--- config.mk ---
export PLATFORM = sky130hd
export DESIGN_NAME = calendar_date_calculator_top
export DESIGN_NICKNAME = d
export VERILOG_FILES = /design/src/sv/cdc_pkg.sv /design/src/sv/cdc_year_unit.sv /design/src/sv/cdc_next_date.sv /design/src/sv/calendar_date_calculator_top.sv
export SDC_FILE = /design/constraint.sdc
export NUM_CORES = 2
export LEC_CHECK = 0
export ABC_AREA = 1
export BUFFER_PORTS_ARGS = -buffer_cell sky130_fd_sc_hd__clkbuf_2
export CAP_MARGIN = 30
export CORE_MARGIN = 3
export CORE_UTILIZATION = 45
export DETAILED_ROUTE_END_ITERATION = 8
export PLACE_DENSITY_LB_ADDON = 0.1
export SLEW_MARGIN = 10
export SYNTH_ARGS = -nofsm -noshare
export SYNTH_HDL_FRONTEND = slang
export SYNTH_HIERARCHICAL = 1
export SYNTH_SLANG_ARGS = --single-unit
--- constraint.sdc ---
create_clock -name clk -period 14.85 [get_ports clk]
set_input_delay 2.2275 -clock clk [delete_from_list [all_inputs] [get_ports clk]]
set_output_delay 2.2275 -clock clk [all_outputs]
set_load 0.05 [all_outputs]
--- src/sv/cdc_pkg.sv ---
// Shared types, constants and calendar helpers for the date calculator.
// Used by cdc_year_unit, cdc_next_date and calendar_date_calculator_top.
package cdc_pkg;

  localparam int DAY_W   = 5;
  localparam int MON_W   = 4;
  localparam int YEAR_W  = 14;
  localparam int DN_W    = 23;
  localparam int DIFF_W  = 22;
  localparam int ORD_W   = 2;
  localparam int IN_W    = 48;
  localparam int OUT_W   = 56;

  localparam logic [DN_W-1:0] DIFF_MAX = DN_W'(4194303);

  // floor(t / 25) = (t * RECIP_25) >> RECIP_SHIFT for t below 4200
  localparam logic [10:0] RECIP_25    = 11'd1311;
  localparam int          RECIP_SHIFT = 15;

  localparam logic [MON_W-1:0] MON_JAN = 4'd1;
  localparam logic [MON_W-1:0] MON_FEB = 4'd2;
  localparam logic [MON_W-1:0] MON_MAR = 4'd3;
  localparam logic [MON_W-1:0] MON_JUL = 4'd7;
  localparam logic [MON_W-1:0] MON_DEC = 4'd12;

  typedef enum logic [ORD_W-1:0] {
    ORD_EQUAL   = 2'd0,
    ORD_LATER   = 2'd1,
    ORD_EARLIER = 2'd2
  } order_t;

  // Days before each month code in a common year; codes 13..15 continue the pattern.
  localparam logic [8:0] BEFORE_MONTH [16] = '{
    9'd0,   9'd0,   9'd31,  9'd59,  9'd90,  9'd120, 9'd151, 9'd181,
    9'd212, 9'd243, 9'd273, 9'd304, 9'd334, 9'd365, 9'd395, 9'd426
  };

  typedef struct packed {
    logic s1;
    logic s2;
  } pipe_en_t;

  typedef struct packed {
    logic              valid;
    logic [DAY_W-1:0]  day;
    logic [MON_W-1:0]  month;
    logic [YEAR_W-1:0] year;
  } next_date_t;

  typedef struct packed {
    logic              first_valid;
    logic              first_leap;
    order_t            order;
    logic [DIFF_W-1:0] day_difference;
    logic [DAY_W-1:0]  next_day;
    logic [MON_W-1:0]  next_month;
    logic [YEAR_W-1:0] next_year;
  } result_t;

  function automatic logic [DAY_W-1:0] month_len(input logic [MON_W-1:0] m,
                                                 input logic leap);
    logic [DAY_W-1:0] len;
    if (m == MON_FEB) begin
      len = leap ? 5'd29 : 5'd28;
    end else if (m <= MON_JUL) begin
      len = m[0] ? 5'd31 : 5'd30;
    end else begin
      len = m[0] ? 5'd30 : 5'd31;
    end
    return len;
  endfunction

endpackage

--- src/sv/cdc_year_unit.sv ---
// Two-stage year arithmetic: days before Jan 1 of the year and the leap flag.
// Depends on cdc_pkg.
module cdc_year_unit
  import cdc_pkg::*;
(
  input  logic              clk,
  input  pipe_en_t          en,
  input  logic [YEAR_W-1:0] year,
  output logic [DN_W-1:0]   base,
  output logic              leap
);

  logic [14:0] y_p3, y_p99, y_p399;
  logic [23:0] p100c;
  logic [21:0] p400c;
  logic [22:0] p100f;
  logic [20:0] p400f;

  logic [YEAR_W-1:0] y_r;
  logic [DN_W-1:0]   y365_r;
  logic [12:0]       ceil4_r;
  logic [8:0]        q100c_r;
  logic [6:0]        q400c_r;
  logic [7:0]        q100f_r;
  logic [5:0]        q400f_r;

  logic [12:0]       m100;
  logic [10:0]       m400;
  logic              leap_nxt;
  logic [DN_W-1:0]   base_nxt;
  logic [DN_W-1:0]   base_r;
  logic              leap_r;

  assign y_p3   = {1'b0, year} + 15'd3;
  assign y_p99  = {1'b0, year} + 15'd99;
  assign y_p399 = {1'b0, year} + 15'd399;
  assign p100c  = 24'(y_p99[14:2]) * 24'(RECIP_25);
  assign p400c  = 22'(y_p399[14:4]) * 22'(RECIP_25);
  assign p100f  = 23'(year[13:2]) * 23'(RECIP_25);
  assign p400f  = 21'(year[13:4]) * 21'(RECIP_25);

  always_ff @(posedge clk) begin
    if (en.s1) begin
      y_r     <= year;
      y365_r  <= DN_W'(year) * DN_W'(365);
      ceil4_r <= y_p3[14:2];
      q100c_r <= p100c[23:RECIP_SHIFT];
      q400c_r <= p400c[21:RECIP_SHIFT];
      q100f_r <= p100f[22:RECIP_SHIFT];
      q400f_r <= p400f[20:RECIP_SHIFT];
    end
  end

  assign m100 = 13'(q100f_r) * 13'(25);
  assign m400 = 11'(q400f_r) * 11'(25);

  assign leap_nxt = (y_r[1:0] == 2'b00) &&
                    ((13'(y_r[13:2]) != m100) ||
                     ((y_r[3:0] == 4'b0000) && (11'(y_r[13:4]) == m400)));
  assign base_nxt = y365_r + DN_W'(ceil4_r) + DN_W'(q400c_r) - DN_W'(q100c_r);

  always_ff @(posedge clk) begin
    if (en.s2) begin
      base_r <= base_nxt;
      leap_r <= leap_nxt;
    end
  end

  assign base = base_r;
  assign leap = leap_r;

endmodule

--- src/sv/cdc_next_date.sv ---
// Validity check and next-date increment for one calendar date.
// Depends on cdc_pkg.
module cdc_next_date
  import cdc_pkg::*;
(
  input  logic [DAY_W-1:0]  day,
  input  logic [MON_W-1:0]  month,
  input  logic [YEAR_W-1:0] year,
  input  logic              leap,
  output next_date_t        nxt
);

  logic [DAY_W-1:0] len;
  logic             valid;

  assign len   = month_len(month, leap);
  assign valid = (month >= MON_JAN) && (month <= MON_DEC) &&
                 (day != '0) && (day <= len);

  always_comb begin
    nxt.valid = valid;
    nxt.day   = day;
    nxt.month = month;
    nxt.year  = year;
    if (valid) begin
      if (day == len) begin
        nxt.day = DAY_W'(1);
        if (month == MON_DEC) begin
          nxt.month = MON_JAN;
          nxt.year  = year + YEAR_W'(1);
        end else begin
          nxt.month = month + MON_W'(1);
        end
      end else begin
        nxt.day = day + DAY_W'(1);
      end
    end
  end

endmodule

--- src/sv/calendar_date_calculator_top.sv ---
// Top level of the Gregorian date calculator: four-stage pipeline.
// Depends on cdc_pkg, cdc_year_unit and cdc_next_date.
//
// Usage:
//   Input channel in_*: one pair of dates per item. Result channel out_*:
//   one result item per input item, in order.
//   Stage 1 registers the year products (x365 and reciprocal multiplies by
//   1/25), stage 2 forms days before Jan 1 and the leap flag, stage 3 adds
//   month and day offsets and builds the next date, stage 4 forms the
//   saturated absolute difference and is the output register.
//   Latency: an accepted item moves through stages 1 to 4 in order, and
//   out_tvalid rises once it sits in the output register. Throughput: one
//   item per cycle while out_tready is high; the critical path is a 15-bit
//   add into a 13x11 multiply, or a short chain of 23-bit adds and compares.
//   Reset: rst_n low empties the pipeline; out_tvalid drops, in_tready rises.
//   Stall: when out_tready is low the result holds in the output register;
//   each stage keeps taking items while an empty slot lies ahead of it, so
//   in_tready falls only when all four stages hold items.
module calendar_date_calculator_top
  import cdc_pkg::*;
(
  input  logic             clk,
  input  logic             rst_n,
  input  logic             in_tvalid,
  output logic             in_tready,
  // first_day, first_month, first_year, second_day, second_month, second_year
  input  logic [IN_W-1:0]  in_tdata,
  output logic             out_tvalid,
  input  logic             out_tready,
  // first_valid, first_leap, order, day_difference, next_day, next_month, next_year
  output logic [OUT_W-1:0] out_tdata
);

  logic [DAY_W-1:0]  d1_in, d2_in;
  logic [MON_W-1:0]  m1_in, m2_in;
  logic [YEAR_W-1:0] y1_in, y2_in;

  logic v1_r, v2_r, v3_r, v4_r;
  logic rdy1, rdy2, rdy3, rdy4;
  pipe_en_t en;

  logic [DAY_W-1:0]  d1_s1_r, d2_s1_r, d1_s2_r, d2_s2_r;
  logic [MON_W-1:0]  m1_s1_r, m2_s1_r, m1_s2_r, m2_s2_r;
  logic [YEAR_W-1:0] y1_s1_r, y1_s2_r;
  order_t            ord_nxt, ord_s1_r, ord_s2_r, ord_s3_r;

  logic [DN_W-1:0]   base1, base2;
  logic              leap1, leap2;
  logic [DN_W-1:0]   n1_nxt, n2_nxt, n1_r, n2_r;
  next_date_t        nd_nxt, nd_r;
  logic              leap1_s3_r;

  logic [DN_W-1:0]   diff_raw;
  result_t           res_nxt, res_r;

  assign d1_in = in_tdata[4:0];
  assign m1_in = in_tdata[8:5];
  assign y1_in = in_tdata[22:9];
  assign d2_in = in_tdata[27:23];
  assign m2_in = in_tdata[31:28];
  assign y2_in = in_tdata[45:32];

  assign rdy4 = !v4_r || out_tready;
  assign rdy3 = !v3_r || rdy4;
  assign rdy2 = !v2_r || rdy3;
  assign rdy1 = !v1_r || rdy2;
  assign in_tready = rdy1;
  assign en.s1 = rdy1;
  assign en.s2 = rdy2;

  always_ff @(posedge clk) begin
    if (!rst_n) begin
      v1_r <= 1'b0;
      v2_r <= 1'b0;
      v3_r <= 1'b0;
      v4_r <= 1'b0;
    end else begin
      if (rdy1) v1_r <= in_tvalid;
      if (rdy2) v2_r <= v1_r;
      if (rdy3) v3_r <= v2_r;
      if (rdy4) v4_r <= v3_r;
    end
  end

  always_comb begin
    if ({y1_in, m1_in, d1_in} > {y2_in, m2_in, d2_in}) begin
      ord_nxt = ORD_LATER;
    end else if ({y1_in, m1_in, d1_in} < {y2_in, m2_in, d2_in}) begin
      ord_nxt = ORD_EARLIER;
    end else begin
      ord_nxt = ORD_EQUAL;
    end
  end

  always_ff @(posedge clk) begin
    if (rdy1) begin
      d1_s1_r  <= d1_in;
      m1_s1_r  <= m1_in;
      y1_s1_r  <= y1_in;
      d2_s1_r  <= d2_in;
      m2_s1_r  <= m2_in;
      ord_s1_r <= ord_nxt;
    end
    if (rdy2) begin
      d1_s2_r  <= d1_s1_r;
      m1_s2_r  <= m1_s1_r;
      y1_s2_r  <= y1_s1_r;
      d2_s2_r  <= d2_s1_r;
      m2_s2_r  <= m2_s1_r;
      ord_s2_r <= ord_s1_r;
    end
  end

  cdc_year_unit u_year1 (
    .clk  (clk),
    .en   (en),
    .year (y1_in),
    .base (base1),
    .leap (leap1)
  );

  cdc_year_unit u_year2 (
    .clk  (clk),
    .en   (en),
    .year (y2_in),
    .base (base2),
    .leap (leap2)
  );

  assign n1_nxt = base1 + DN_W'(BEFORE_MONTH[m1_s2_r]) +
                  DN_W'((m1_s2_r >= MON_MAR) && leap1) + DN_W'(d1_s2_r);
  assign n2_nxt = base2 + DN_W'(BEFORE_MONTH[m2_s2_r]) +
                  DN_W'((m2_s2_r >= MON_MAR) && leap2) + DN_W'(d2_s2_r);

  cdc_next_date u_next (
    .day   (d1_s2_r),
    .month (m1_s2_r),
    .year  (y1_s2_r),
    .leap  (leap1),
    .nxt   (nd_nxt)
  );

  always_ff @(posedge clk) begin
    if (rdy3) begin
      n1_r       <= n1_nxt;
      n2_r       <= n2_nxt;
      nd_r       <= nd_nxt;
      leap1_s3_r <= leap1;
      ord_s3_r   <= ord_s2_r;
    end
  end

  assign diff_raw = (n1_r > n2_r) ? (n1_r - n2_r) : (n2_r - n1_r);

  always_comb begin
    res_nxt.first_valid    = nd_r.valid;
    res_nxt.first_leap     = leap1_s3_r;
    res_nxt.order          = ord_s3_r;
    res_nxt.day_difference = (diff_raw > DIFF_MAX) ? DIFF_MAX[DIFF_W-1:0]
                                                   : diff_raw[DIFF_W-1:0];
    res_nxt.next_day       = nd_r.day;
    res_nxt.next_month     = nd_r.month;
    res_nxt.next_year      = nd_r.year;
  end

  always_ff @(posedge clk) begin
    if (rdy4) begin
      res_r <= res_nxt;
    end
  end

  assign out_tvalid = v4_r;
  assign out_tdata  = {7'b0, res_r.next_year, res_r.next_month, res_r.next_day,
                       res_r.day_difference, res_r.order, res_r.first_leap,
                       res_r.first_valid};

  a_equal_zero_diff: assert property (@(posedge clk) disable iff (!rst_n)
    (out_tvalid && res_r.order == ORD_EQUAL) |-> (res_r.day_difference == '0))
    else $error("equal dates with nonzero difference");

  a_next_in_range: assert property (@(posedge clk) disable iff (!rst_n)
    (out_tvalid && res_r.first_valid) |->
      (res_r.next_day != '0 && res_r.next_month >= MON_JAN &&
       res_r.next_month <= MON_DEC))
    else $error("next date out of range for valid date");

  a_stall_only_full: assert property (@(posedge clk) disable iff (!rst_n)
    !in_tready |-> (v1_r && v2_r && v3_r && v4_r && !out_tready))
    else $error("input stalled with a free pipeline slot");

  a_stall_holds_result: assert property (@(posedge clk) disable iff (!rst_n)
    (out_tvalid && !out_tready) |=> (out_tvalid && $stable(res_r)))
    else $error("stalled result changed");

endmodule
==> results.md <==
* Status: finished clean
* Setup_tns at 0 ps
* DRT Pass-1 Iters at 7
* First-pass GRT wire length at 203000 um
* Row cnt at 125
* Setup Skew at 56.6 ps
* Rel. slew slack at 0.379
* Number of diodes at 0
* Area of the multi-input gates at 0.0356 mm2
* All-Layer GR Usage at 0.212
* Most common cell after layout, fill and taps aside: inv_1
* Slew Viols, Final at 0
* Setup-failing EPs final at 0
* Total of max-cap violations at 0
* Worst path required time at 15180 ps
* RePlAce Congestion at 0.924
* Post-synth top flop: edfxtp_1
* Register area at 0.0119 mm2
* Tcrit/Tclk final at 0.555
* GRT busiest layer: met2
* Post-detailed-route wirelength per cell at 16.3 um
* Full die area at 0.122 mm2
* Synthesized cell area at 0.0529 mm2
* Worst Path Max Fanout at 12
* Minimum clock period at 8250 ps
* H-tree depth at 2
* Hold-fix buffers, CTS at 0
* Buffers on Ports at 100
* # DRC at 0
* Resized Gates After CTS at 0
* Clock sinks at 398
* DRT iter0 DRCs at 2250
* WHS Endpoint: out_tdata[48]
* TritonCTS clock tree: built
* Clock tree buffer depth at 3
* Worst-Skew Late Latency at 640 ps
* Die Y at 349 um
* Post-synth EDFFs at 394
* DP Wirelength at 108000 um
* Cts bufs inserted at 47
* Startpoint Class: input port
* Sequential-to-total area share from yosys stat at 0.225
* GRT met1 Usage at 0.304
* Actual slew at the worst max-slew pin at 931 ps
* R2r startpoint: m1_s2_r[1]
* Vias per cell at 4.97
* R2r endpoint: n1_r[20]
* Ratio of cells with drive above 1 in the final layout at 0.0529
* Final Hold Vio Count at 0
* Clock transition at path regs at 60 ps
* GRT overflow at 0
* Area of the core at 0.116 mm2
* IO Count at 110
* Critical path capture point type: flip-flop
* Synth Register Bits at 398
* GRT met3 Usage at 0.0290
* Netlist cell types at 63
* Reg-to-reg slack, setup at 11120 ps
* Initial antenna violation count at 5
* Yosys warns at 6
* Crit Path Class: input port to flip-flop
* Fmax achieved at 121 MHz
* Vias in the first global route at 37900
* Syn Inst Count at 6057
* Vias at 38700
* Chip width at 349 um
* WL final at 127000 um
* Final Net Count at 7723
* Root Driver: clkbuf_16
* Layout area overhead at 7.62%
* Min-Delay Path Class: flip-flop to flip-flop
* R2R cell count at 15
* Syn Area/Cell at 8.74 um2
* Largest net degree at the start of global routing at 124
* Fill count at 11400
* RSZ-0062 raised after global routing: false
* Async set-reset flop share out of synthesis at 0
* Starting Density at 0.455
* Setup Fix Bufs, Post-CTS at 0
* Worst hold path startpoint: nd_r[13]
* Antenna Nets Post-Route at 0
* Worst hold path cell count at 0
* Commonest non-fill, non-tap cells in the layout: inv_1, nand2_1, ha_1
* M2 GR Usage at 0.339
* WP data arrival at 8580 ps
==> kinds of logic after synthesis <==
| family | share of synthesized area |
|---|---|
| AOI/OAI and AO/OA | 0.0644 |
| xor gates and xnor gates | 0.0549 |
| DFF | 0.225 |
| and+or+nand+nor | 0.152 |
| adders and majority gates | 0.401 |
| other | 0.0000709 |
| buffers and inverters | 0.103 |
==> registers in the layout, indices dropped and copies added (netlist names), 7 cells and up <==
register / flops
u_year1/q100c_r: 9
u_year1/ceil4_r: 13
u_year2/q100c_r: 9
u_year1/q400c_r: 7
y1_s2_r: 14
u_year2/q400c_r: 7
u_year2/base: 23
n1_r: 23
u_year2/q100f_r: 8
u_year1/y_r: 14
u_year2/ceil4_r: 13
n2_r: 23
u_year1/base: 23
out_tdata: 49
u_year2/y365_r: 21
y1_s1_r: 14
u_year1/y365_r: 21
nd_r: 24
u_year1/q100f_r: 8
u_year2/y_r: 14
==> cell type report <==
type	count	share of cell area
clock buffer	53	0.0211
timing repair buffer	131	0.0131
clock inverter	33	0.00549
inverter	1406	0.0928
sequential	398	0.209
tap	1524	0.0335
multi-input combinational	4240	0.625
==> worst max-delay path, cell delays in order <==
cell and delay (ps):
clkbuf_2 370, inv_1 450, ha_1 240, nand2_2 80
nand2_4 80, nand2_4 70, a21oi_4 190, inv_1 60
nor2_1 140, xor2_1 510, inv_1 320, ha_1 380
ha_1 280, inv_1 40, fa_1 470, inv_1 50
fa_1 530, inv_1 60, fa_1 530, inv_1 40
ha_1 330, nand2_1 80, nand2_1 70, a31oi_1 150
nand2_1 70, o21ai_0 390, o21ai_0 180, xor2_1 180
==> per-stage QoR <==
stage / hold slack, ps / instances / utilization / worst slack (ps) / instance area [um2]
CTS: 394 / 7784 / 0.489 / 6650 / 56900
floorplan: 400 / 6063 / - / 3190 / 52900
global placement: 401 / 7695 / 0.476 / 6060 / 55400
detailed placement: 405 / 7698 / 0.476 / 6010 / 55400
global route: 409 / 7785 / 0.489 / 6140 / 56900
finish: 398 / 7785 / 0.489 / 6600 / 56900
==> per-layer routing <==
metal / up-vias / part of all wire / routed length, um
met5: - / 0.00010 / 13
met4: 2 / 0.022 / 2750
met3: 128 / 0.044 / 5590
met2: 661 / 0.45 / 57000
met1: 18200 / 0.49 / 62000
li1: 19700 / - / -
==> cells in the mapped netlist, drive strengths merged, types with 52 or more instances <==
| cell | number | share of area |
|---|---|---|
| nor3 | 55 | 0.0057 |
| nand3 | 208 | 0.020 |
| nor2 | 341 | 0.027 |
| a21oi | 287 | 0.028 |
| xor2 | 241 | 0.042 |
| nand2 | 1152 | 0.086 |
| ha | 1033 | 0.24 |
| o21ai | 170 | 0.016 |
| a21o | 52 | 0.0074 |
| nand4 | 70 | 0.0084 |
| inv | 1406 | 0.10 |
| fa | 414 | 0.16 |
| xnor2 | 75 | 0.012 |
| edfxtp | 394 | 0.22 |
==> how the worst max path moves through the flow <==
| stage | to | start | depth (start not counted) | slack [ps] |
|---|---|---|---|---|
| floorplan | in_tready | out_tready | 6 | 3190 |
| global placement | u_year1/q100c_r[4] | in_tdata[11] | 29 | 6060 |
| detailed placement | u_year1/q100c_r[6] | in_tdata[14] | 28 | 6010 |
| CTS | u_year1/q100c_r[6] | in_tdata[14] | 28 | 6650 |
| global route | u_year1/q100c_r[4] | in_tdata[14] | 26 | 6140 |
| finish | u_year1/q100c_r[6] | in_tdata[14] | 28 | 6600 |
Power is not shown: default switching activity piles up to over one toggle a cycle in this logic, so the estimate is an artifact.
